--- src/hdl/rhr_pkg.sv ---
`timescale 1ns / 1ps
// ----------------------------------------------------------------------------
// rhr_pkg
// Types and constants shared by the hue rotation pipeline and its checker.
// ----------------------------------------------------------------------------
package rhr_pkg;

    localparam int CHANNEL_BITS_DEF = 8;
    localparam int HUE_BITS_DEF     = 16;
    localparam int SHIFT_BITS       = 16;
    localparam int PORT_CH_BITS     = 8;

    typedef struct packed {
        logic [PORT_CH_BITS-1:0] red_in;
        logic [PORT_CH_BITS-1:0] green_in;
        logic [PORT_CH_BITS-1:0] blue_in;
        logic [SHIFT_BITS-1:0]   hue_shift;
    } pixel_in_t;

    typedef struct packed {
        logic [PORT_CH_BITS-1:0] red_out;
        logic [PORT_CH_BITS-1:0] green_out;
        logic [PORT_CH_BITS-1:0] blue_out;
    } pixel_out_t;

    typedef enum logic [2:0] {
        SECTOR_RED_UP   = 3'd0,
        SECTOR_GRN_DOWN = 3'd1,
        SECTOR_GRN_UP   = 3'd2,
        SECTOR_BLU_DOWN = 3'd3,
        SECTOR_BLU_UP   = 3'd4,
        SECTOR_RED_DOWN = 3'd5
    } sector_t;

endpackage

--- src/hdl/rgb_hue_rotation_unit.sv ---
`timescale 1ns / 1ps
// registers in order: stage 1, divider input, divider, hue, products, output
// throughput: one item per cycle unless the result side stalls; the hue divider
// is one restoring stage per quotient bit, so its HUE_BITS + 1 stages set the
// depth, not the rate; a stall on the result side freezes the whole pipeline
// reset: asynchronous, active low, clears all stage valid bits
// ----------------------------------------------------------------------------
// rgb_hue_rotation_unit
// Rotates the hue of an rgb pixel via hsv, pipelined divider and multipliers.
// ----------------------------------------------------------------------------
module rgb_hue_rotation_unit
    import rhr_pkg::*;
#(
    parameter int CHANNEL_BITS = CHANNEL_BITS_DEF,
    parameter int HUE_BITS     = HUE_BITS_DEF
)
(
    input  logic       clk,
    input  logic       rst_n,
    input  logic       pixel_valid,
    output logic       pixel_ready,
    input  pixel_in_t  pixel,
    output logic       result_valid,
    input  logic       result_ready,
    output pixel_out_t result
);

    localparam int CB   = CHANNEL_BITS;
    localparam int HB   = HUE_BITS;
    localparam int QW   = HB + 1;
    localparam int DW   = CB + 4;
    localparam int NW   = QW + DW;
    localparam int PW   = CB + HB + 2;

    logic en;

    // ---------------- stage 1: max, min, delta, hue numerator
    logic [CB-1:0] r_next, g_next, b_next, mx_next, mn_next, d_next;
    logic [DW-1:0] num_next;
    logic [HB-1:0] shift_next;

    always_comb
    begin
        r_next = CB'(pixel.red_in);
        g_next = CB'(pixel.green_in);
        b_next = CB'(pixel.blue_in);
        mx_next = r_next;
        if (g_next > mx_next) mx_next = g_next;
        if (b_next > mx_next) mx_next = b_next;
        mn_next = r_next;
        if (g_next < mn_next) mn_next = g_next;
        if (b_next < mn_next) mn_next = b_next;
        d_next = mx_next - mn_next;
        // one full turn added so the numerator never goes negative
        priority if (mx_next == r_next)
            num_next = (DW'(d_next) << 2) + (DW'(d_next) << 1) + DW'(g_next) - DW'(b_next);
        else if (mx_next == g_next)
            num_next = (DW'(d_next) << 3) + DW'(b_next) - DW'(r_next);
        else
            num_next = (DW'(d_next) << 3) + (DW'(d_next) << 1) + DW'(r_next) - DW'(g_next);
    end

    generate
        if (HB >= SHIFT_BITS)
        begin : g_shift_up
            assign shift_next = HB'(pixel.hue_shift) << (HB - SHIFT_BITS);
        end
        else
        begin : g_shift_down
            logic [SHIFT_BITS:0] shift_sum;
            assign shift_sum = {1'b0, pixel.hue_shift}
                             + ((SHIFT_BITS+1)'(1) << (SHIFT_BITS - HB - 1));
            assign shift_next = HB'(shift_sum >> (SHIFT_BITS - HB));
        end
    endgenerate

    logic          s1_vld_reg;
    logic [CB-1:0] s1_r_reg, s1_g_reg, s1_b_reg, s1_mx_reg, s1_mn_reg, s1_d_reg;
    logic [DW-1:0] s1_num_reg;
    logic [HB-1:0] s1_shift_reg;

    always_ff @(posedge clk or negedge rst_n)
    begin
        if (!rst_n)
            s1_vld_reg <= 1'b0;
        else if (en)
            s1_vld_reg <= pixel_valid;
    end

    always_ff @(posedge clk)
    begin
        if (en)
        begin
            s1_r_reg     <= r_next;
            s1_g_reg     <= g_next;
            s1_b_reg     <= b_next;
            s1_mx_reg    <= mx_next;
            s1_mn_reg    <= mn_next;
            s1_d_reg     <= d_next;
            s1_num_reg   <= num_next;
            s1_shift_reg <= shift_next;
        end
    end

    // ---------------- divider: one quotient bit per stage
    logic          dv_vld_reg   [0:QW];
    logic [CB-1:0] dv_r_reg     [0:QW];
    logic [CB-1:0] dv_g_reg     [0:QW];
    logic [CB-1:0] dv_b_reg     [0:QW];
    logic [CB-1:0] dv_mx_reg    [0:QW];
    logic [CB-1:0] dv_mn_reg    [0:QW];
    logic [CB-1:0] dv_d_reg     [0:QW];
    logic [HB-1:0] dv_shift_reg [0:QW];
    logic [DW-1:0] dv_rem_reg   [0:QW];
    logic [QW-1:0] dv_low_reg   [0:QW];
    logic [QW-1:0] dv_quo_reg   [0:QW];

    // dividend 2*num*2^HB + 6d over divisor 12d gives the rounded hue
    logic [NW-1:0] dividend_next;
    assign dividend_next = (NW'(s1_num_reg) << (HB + 1))
                         + (NW'(s1_d_reg) << 2) + (NW'(s1_d_reg) << 1);

    always_ff @(posedge clk or negedge rst_n)
    begin
        if (!rst_n)
            dv_vld_reg[0] <= 1'b0;
        else if (en)
            dv_vld_reg[0] <= s1_vld_reg;
    end

    always_ff @(posedge clk)
    begin
        if (en)
        begin
            dv_r_reg[0]     <= s1_r_reg;
            dv_g_reg[0]     <= s1_g_reg;
            dv_b_reg[0]     <= s1_b_reg;
            dv_mx_reg[0]    <= s1_mx_reg;
            dv_mn_reg[0]    <= s1_mn_reg;
            dv_d_reg[0]     <= s1_d_reg;
            dv_shift_reg[0] <= s1_shift_reg;
            dv_rem_reg[0]   <= dividend_next[NW-1:QW];
            dv_low_reg[0]   <= dividend_next[QW-1:0];
            dv_quo_reg[0]   <= '0;
        end
    end

    generate
        for (genvar k = 0; k < QW; k++)
        begin : g_div
            logic [DW:0]   trial_next;
            logic [DW:0]   dvs_next;
            logic          qbit_next;
            logic [DW-1:0] rem_next;

            always_comb
            begin
                trial_next = {dv_rem_reg[k], dv_low_reg[k][QW-1]};
                dvs_next   = ((DW+1)'(dv_d_reg[k]) << 3) + ((DW+1)'(dv_d_reg[k]) << 2);
                qbit_next  = (trial_next >= dvs_next);
                rem_next   = qbit_next ? DW'(trial_next - dvs_next) : DW'(trial_next);
            end

            always_ff @(posedge clk or negedge rst_n)
            begin
                if (!rst_n)
                    dv_vld_reg[k+1] <= 1'b0;
                else if (en)
                    dv_vld_reg[k+1] <= dv_vld_reg[k];
            end

            always_ff @(posedge clk)
            begin
                if (en)
                begin
                    dv_r_reg[k+1]     <= dv_r_reg[k];
                    dv_g_reg[k+1]     <= dv_g_reg[k];
                    dv_b_reg[k+1]     <= dv_b_reg[k];
                    dv_mx_reg[k+1]    <= dv_mx_reg[k];
                    dv_mn_reg[k+1]    <= dv_mn_reg[k];
                    dv_d_reg[k+1]     <= dv_d_reg[k];
                    dv_shift_reg[k+1] <= dv_shift_reg[k];
                    dv_rem_reg[k+1]   <= rem_next;
                    dv_low_reg[k+1]   <= dv_low_reg[k] << 1;
                    dv_quo_reg[k+1]   <= {dv_quo_reg[k][QW-2:0], qbit_next};
                end
            end
        end
    endgenerate

    // ---------------- rotate hue, split into sector and fraction
    logic [HB-1:0] hue_next;
    logic [HB+2:0] scaled_next;

    assign hue_next    = HB'(dv_quo_reg[QW]) + dv_shift_reg[QW];
    assign scaled_next = ((HB+3)'(hue_next) << 2) + ((HB+3)'(hue_next) << 1);

    logic          sh_vld_reg;
    logic [CB-1:0] sh_r_reg, sh_g_reg, sh_b_reg, sh_mx_reg, sh_mn_reg, sh_d_reg;
    logic [2:0]    sh_sector_reg;
    logic [HB-1:0] sh_frac_reg;

    always_ff @(posedge clk or negedge rst_n)
    begin
        if (!rst_n)
            sh_vld_reg <= 1'b0;
        else if (en)
            sh_vld_reg <= dv_vld_reg[QW];
    end

    always_ff @(posedge clk)
    begin
        if (en)
        begin
            sh_r_reg      <= dv_r_reg[QW];
            sh_g_reg      <= dv_g_reg[QW];
            sh_b_reg      <= dv_b_reg[QW];
            sh_mx_reg     <= dv_mx_reg[QW];
            sh_mn_reg     <= dv_mn_reg[QW];
            sh_d_reg      <= dv_d_reg[QW];
            sh_sector_reg <= scaled_next[HB+2:HB];
            sh_frac_reg   <= scaled_next[HB-1:0];
        end
    end

    // ---------------- delta products for q and t
    localparam logic [HB:0] HUE_ONE = (HB+1)'(1) << HB;

    logic [PW-1:0] prod_q_next, prod_t_next;
    assign prod_q_next = PW'(sh_d_reg) * PW'(sh_frac_reg);
    assign prod_t_next = PW'(sh_d_reg) * PW'(HUE_ONE - (HB+1)'(sh_frac_reg));

    logic          sm_vld_reg;
    logic [CB-1:0] sm_r_reg, sm_g_reg, sm_b_reg, sm_mx_reg, sm_mn_reg, sm_d_reg;
    logic [2:0]    sm_sector_reg;
    logic [PW-1:0] sm_prod_q_reg, sm_prod_t_reg;

    always_ff @(posedge clk or negedge rst_n)
    begin
        if (!rst_n)
            sm_vld_reg <= 1'b0;
        else if (en)
            sm_vld_reg <= sh_vld_reg;
    end

    always_ff @(posedge clk)
    begin
        if (en)
        begin
            sm_r_reg      <= sh_r_reg;
            sm_g_reg      <= sh_g_reg;
            sm_b_reg      <= sh_b_reg;
            sm_mx_reg     <= sh_mx_reg;
            sm_mn_reg     <= sh_mn_reg;
            sm_d_reg      <= sh_d_reg;
            sm_sector_reg <= sh_sector_reg;
            sm_prod_q_reg <= prod_q_next;
            sm_prod_t_reg <= prod_t_next;
        end
    end

    // ---------------- round q and t, pick channels by sector
    localparam logic [PW-1:0] HALF = PW'(1) << (HB - 1);

    logic [PW-1:0] q_sum, t_sum;
    logic [CB-1:0] q_val, t_val, p_val, mx_val;
    logic [CB-1:0] ro_next, go_next, bo_next;
    pixel_out_t    result_next;

    always_comb
    begin
        q_sum  = sm_prod_q_reg + HALF;
        t_sum  = sm_prod_t_reg + HALF;
        q_val  = sm_mx_reg - CB'(q_sum >> HB);
        t_val  = sm_mx_reg - CB'(t_sum >> HB);
        p_val  = sm_mn_reg;
        mx_val = sm_mx_reg;
        unique case (sector_t'(sm_sector_reg))
            SECTOR_RED_UP:   begin ro_next = mx_val; go_next = t_val;  bo_next = p_val;  end
            SECTOR_GRN_DOWN: begin ro_next = q_val;  go_next = mx_val; bo_next = p_val;  end
            SECTOR_GRN_UP:   begin ro_next = p_val;  go_next = mx_val; bo_next = t_val;  end
            SECTOR_BLU_DOWN: begin ro_next = p_val;  go_next = q_val;  bo_next = mx_val; end
            SECTOR_BLU_UP:   begin ro_next = t_val;  go_next = p_val;  bo_next = mx_val; end
            default:         begin ro_next = mx_val; go_next = p_val;  bo_next = q_val;  end
        endcase
        // gray pixels pass straight through
        if (sm_d_reg == '0)
        begin
            ro_next = sm_r_reg;
            go_next = sm_g_reg;
            bo_next = sm_b_reg;
        end
        result_next.red_out   = PORT_CH_BITS'(ro_next);
        result_next.green_out = PORT_CH_BITS'(go_next);
        result_next.blue_out  = PORT_CH_BITS'(bo_next);
    end

    logic       out_vld_reg;
    pixel_out_t out_data_reg;

    always_ff @(posedge clk or negedge rst_n)
    begin
        if (!rst_n)
            out_vld_reg <= 1'b0;
        else if (en)
            out_vld_reg <= sm_vld_reg;
    end

    always_ff @(posedge clk)
    begin
        if (en)
            out_data_reg <= result_next;
    end

    assign en           = !out_vld_reg || result_ready;
    assign pixel_ready  = en;
    assign result_valid = out_vld_reg;
    assign result       = out_data_reg;

endmodule

--- config.mk ---
export PLATFORM = sky130hd
export DESIGN_NAME = rgb_hue_rotation_unit
export DESIGN_NICKNAME = d
export VERILOG_FILES = /design/src/hdl/rhr_pkg.sv /design/src/hdl/rgb_hue_rotation_unit.sv
export SDC_FILE = /design/constraint.sdc
export NUM_CORES = 2
export LEC_CHECK = 0
export ABC_AREA = 1
export BUFFER_PORTS_ARGS = -buffer_cell sky130_fd_sc_hd__buf_2
export CAP_MARGIN = 20
export CELL_PAD_IN_SITES_DETAIL_PLACEMENT = 0
export CELL_PAD_IN_SITES_GLOBAL_PLACEMENT = 1
export CORE_ASPECT_RATIO = 0.7
export CORE_MARGIN = 8
export CORE_UTILIZATION = 54
export DETAILED_ROUTE_END_ITERATION = 7
export PLACE_DENSITY = 0.88
export SYNTH_ARGS = -nofsm -noshare
export SYNTH_HDL_FRONTEND = slang
export SYNTH_SLANG_ARGS = --single-unit
--- constraint.sdc ---
create_clock -name clk -period 78.3 [get_ports clk]
set_clock_uncertainty 0.1 [all_clocks]
set_input_delay 11.745 -clock clk [delete_from_list [all_inputs] [get_ports clk]]
set_output_delay 11.745 -clock clk [all_outputs]
set_load 0.1 [all_outputs]
==> metrics.cfg <==
[layout]
layout_commonest_cell = edfxtp_1
design.final.nets = 6707
antennaDiodeCount = 0
area_growth_pct = 9.75
finish.instance_area_sq_mm = 0.0898
largest_register_ffs = 288
post_route_cells_drive_above_1_share = 0.0678
layout.cells.most_common_list = edfxtp_1 (1813), inv_1 (707), nand2_1 (647)

[synthesis]
postSynth.asyncResetShare = 0.0120
synth.ff_latch_count = 1835
syn_area_cell_sq_um = 14.3
synth_top_cell_by_area = edfxtp_1
synth_xor_area_frac = 0.0381
yosysWarnings = 0
synth-edff-count = 1813
synth.lib_cells_used.distinct = 61
sequential_to_total_area_share_from_yosys_stat = 0.672
post_synth_instance_area_sq_mm = 0.0818
synth_compound_gate_area_share = 0.0540
synthAdderAreaFrac = 0.138
synth_flop_cell = edfxtp_1
post_synth_and_or_nand_nor_area_fraction = 0.0577
synth_top_family_by_area = adder cells
post_synth_inst_count = 5706
synth.area.top_cells = edfxtp_1 (67%), ha_1 (8.4%), fa_1 (5.4%)
synth_mux_area_frac = 0.00330
synth_top_area_frac = 0.665
synthesis.nets = 6519

[grt]
number_of_antenna_violations_at_the_first_check_in_global_routing = 0
maximum_number_of_pins_on_one_net_before_global_route_repair = 187
grt_remaining_overflow = 0
groute.usage.overall = 0.178
wire_length_of_the_first_global_routing_pass_um = 234000
first_global_vias = 43100

[sta]
rsz_0062_raised_after_global_routing = false
slew_headroom = 0.276
min_period_ns = 24.79
finalHoldViolations = 0
fmax_mhz = 40.3
setup_viol = 0
timing.setup.tns_ns = 0
layout_worst_path_cycle_share = 0.317
timing_max_transition_violations_final = 0
worst_pin_slew_ns = 1.09

[worst_setup_path]
cp_max_fo = 50
arrival_time_of_data_at_the_critical_path_endpoint_ns = 12.95
startpoint_type = input pin
setup.worst_path.end_class = output port
worst_ep_required_time_ns = 66.45
timing.setup.critical_path_class = in -> out

[floorplan]
dieHeight_um = 342
die_width_um = 481
placement_rows = 119
start_util = 0.544
pin_count = 70
fp.dieArea_sq_mm = 0.164
placeableCoreArea_sq_mm = 0.150

[clocking]
clockBufferDepth = 3
clk_pin_slew_ns = 0.07
clock-sinks = 1835
ctsResizeCount = 0
cts_made_buffers = 161
h-tree-depth = 4
cts.repair_timing.setup_buffer_count = 0
clk_latency_ns = 0.78
post_cts_hold_buffer_count = 0
tritoncts = done
buffer_cell_driving_the_clock_tree_root = clkbuf_16

[routing]
antenna_left = 0
detail_route.vias_per_cell = 5.30
remaining_design_rule_violation_count = 0
drt-total-wl_um = 148000
vias = 42500
drt_first_iter_violations = 3507
wl_per_cell_um = 18.4
drtPass1Iterations = 6

[placed_design]
dp.final_hpwl_um = 93800
placed_cell_area_sq_mm = 0.0846
gp_congestion = 0.856
io_buffers = 69

[run_status]
status = finished, final reports clean

[min_path]
hold_path_class = reg -> reg

[job]
max_cap_violations = 0

==> cell usage after synthesis (3+ instances only) <==
library cell and n:
dfrtp_1 22, or2_2 8, inv_1 707, a2111o_1 4, a41oi_1 3, a211oi_1 17
o22ai_1 7, o21ai_1 5, a31oi_1 13, o31ai_1 4, o21ai_0 212, nand4_1 31
and2_1 3, nor3_1 19, o21bai_1 56, nor2_1 275, nand2_1 648, fa_1 221
nor4_1 8, o21a_1 3, buf_6 3, nand3_1 109, o21ai_2 4, xnor2_1 144
nand3b_1 9, or4_1 3, a21oi_1 404, nand2_2 15, clkbuf_1 72, edfxtp_1 1813
mux2_2 24, a22oi_1 7, o221ai_1 5, a21o_1 21, clkinv_1 8, a221oi_1 6
xor2_1 210, ha_1 548, o211ai_1 6
==> layout make-up <==
type                    count  area (sq um)
repair buffers            103           611
fillers                 11000         60600
well taps                1996          2500
inverters                 717          2690
clock inverters            98          1020
flip-flops and latches   1835         55000
multi-input cells        3076         23800
clock buffers             188          4150
==> path summary, 6_finish.rpt <==
path | slack [ns] | endpoint | start | depth (start not counted)
setup / recovery | 53.51 | pixel_ready | result_ready | 4
hold / removal | 0.30 | dv_g_reg[3][6] | dv_g_reg[2][6] | 0
setup reg to reg | 71.58 | result[22] | result_valid | 7
hold reg to reg | 0.30 | dv_g_reg[3][6] | dv_g_reg[2][6] | 0
max in group asynchronous | 66.93 | dv_vld_reg[6] | rst_n | 1
min in group asynchronous | 10.84 | sm_vld_reg | rst_n | 1
==> cells by family after synthesis <==
logic type	count (synthesis)
XOR/XNOR	355
multiplexers	24
AND/OR/NAND/NOR	1140
buffers and inverters	795
flip-flops	1835
adder cells (fa/ha/maj)	769
AO/OA/AOI/OAI	788
==> routing by layer <==
layer  track usage  wire, um  vias to the layer above
met5             0         0                        -
met4        0.0488      3540                        0
met3        0.0307      7710                      249
met2         0.299     71700                     1093
met1         0.242     64700                    20700
li1              -         -                    20400
==> through the flow <==
| step | setup slack (ns) | std cells | hold slack, ns | utilization |
|---|---|---|---|---|
| after floorplan | 4.84 | 5706 | 0.300 | - |
| after global placement | 53.50 | 7726 | 0.300 | 0.563 |
| after detailed placement | 53.48 | 7726 | 0.305 | 0.563 |
| after CTS | 53.47 | 8012 | 0.298 | 0.597 |
| after global routing | 53.41 | 8013 | 0.312 | 0.597 |
| final | 53.51 | 8013 | 0.296 | 0.597 |
==> worst max-delay path, stage by stage <==
cell     delay, ns
buf_2         0.08
inv_1         0.05
nand2_4       0.45
buf_2         0.57
Power is not shown: default switching activity piles up to over one toggle a cycle in this logic, so the estimate is an artifact.
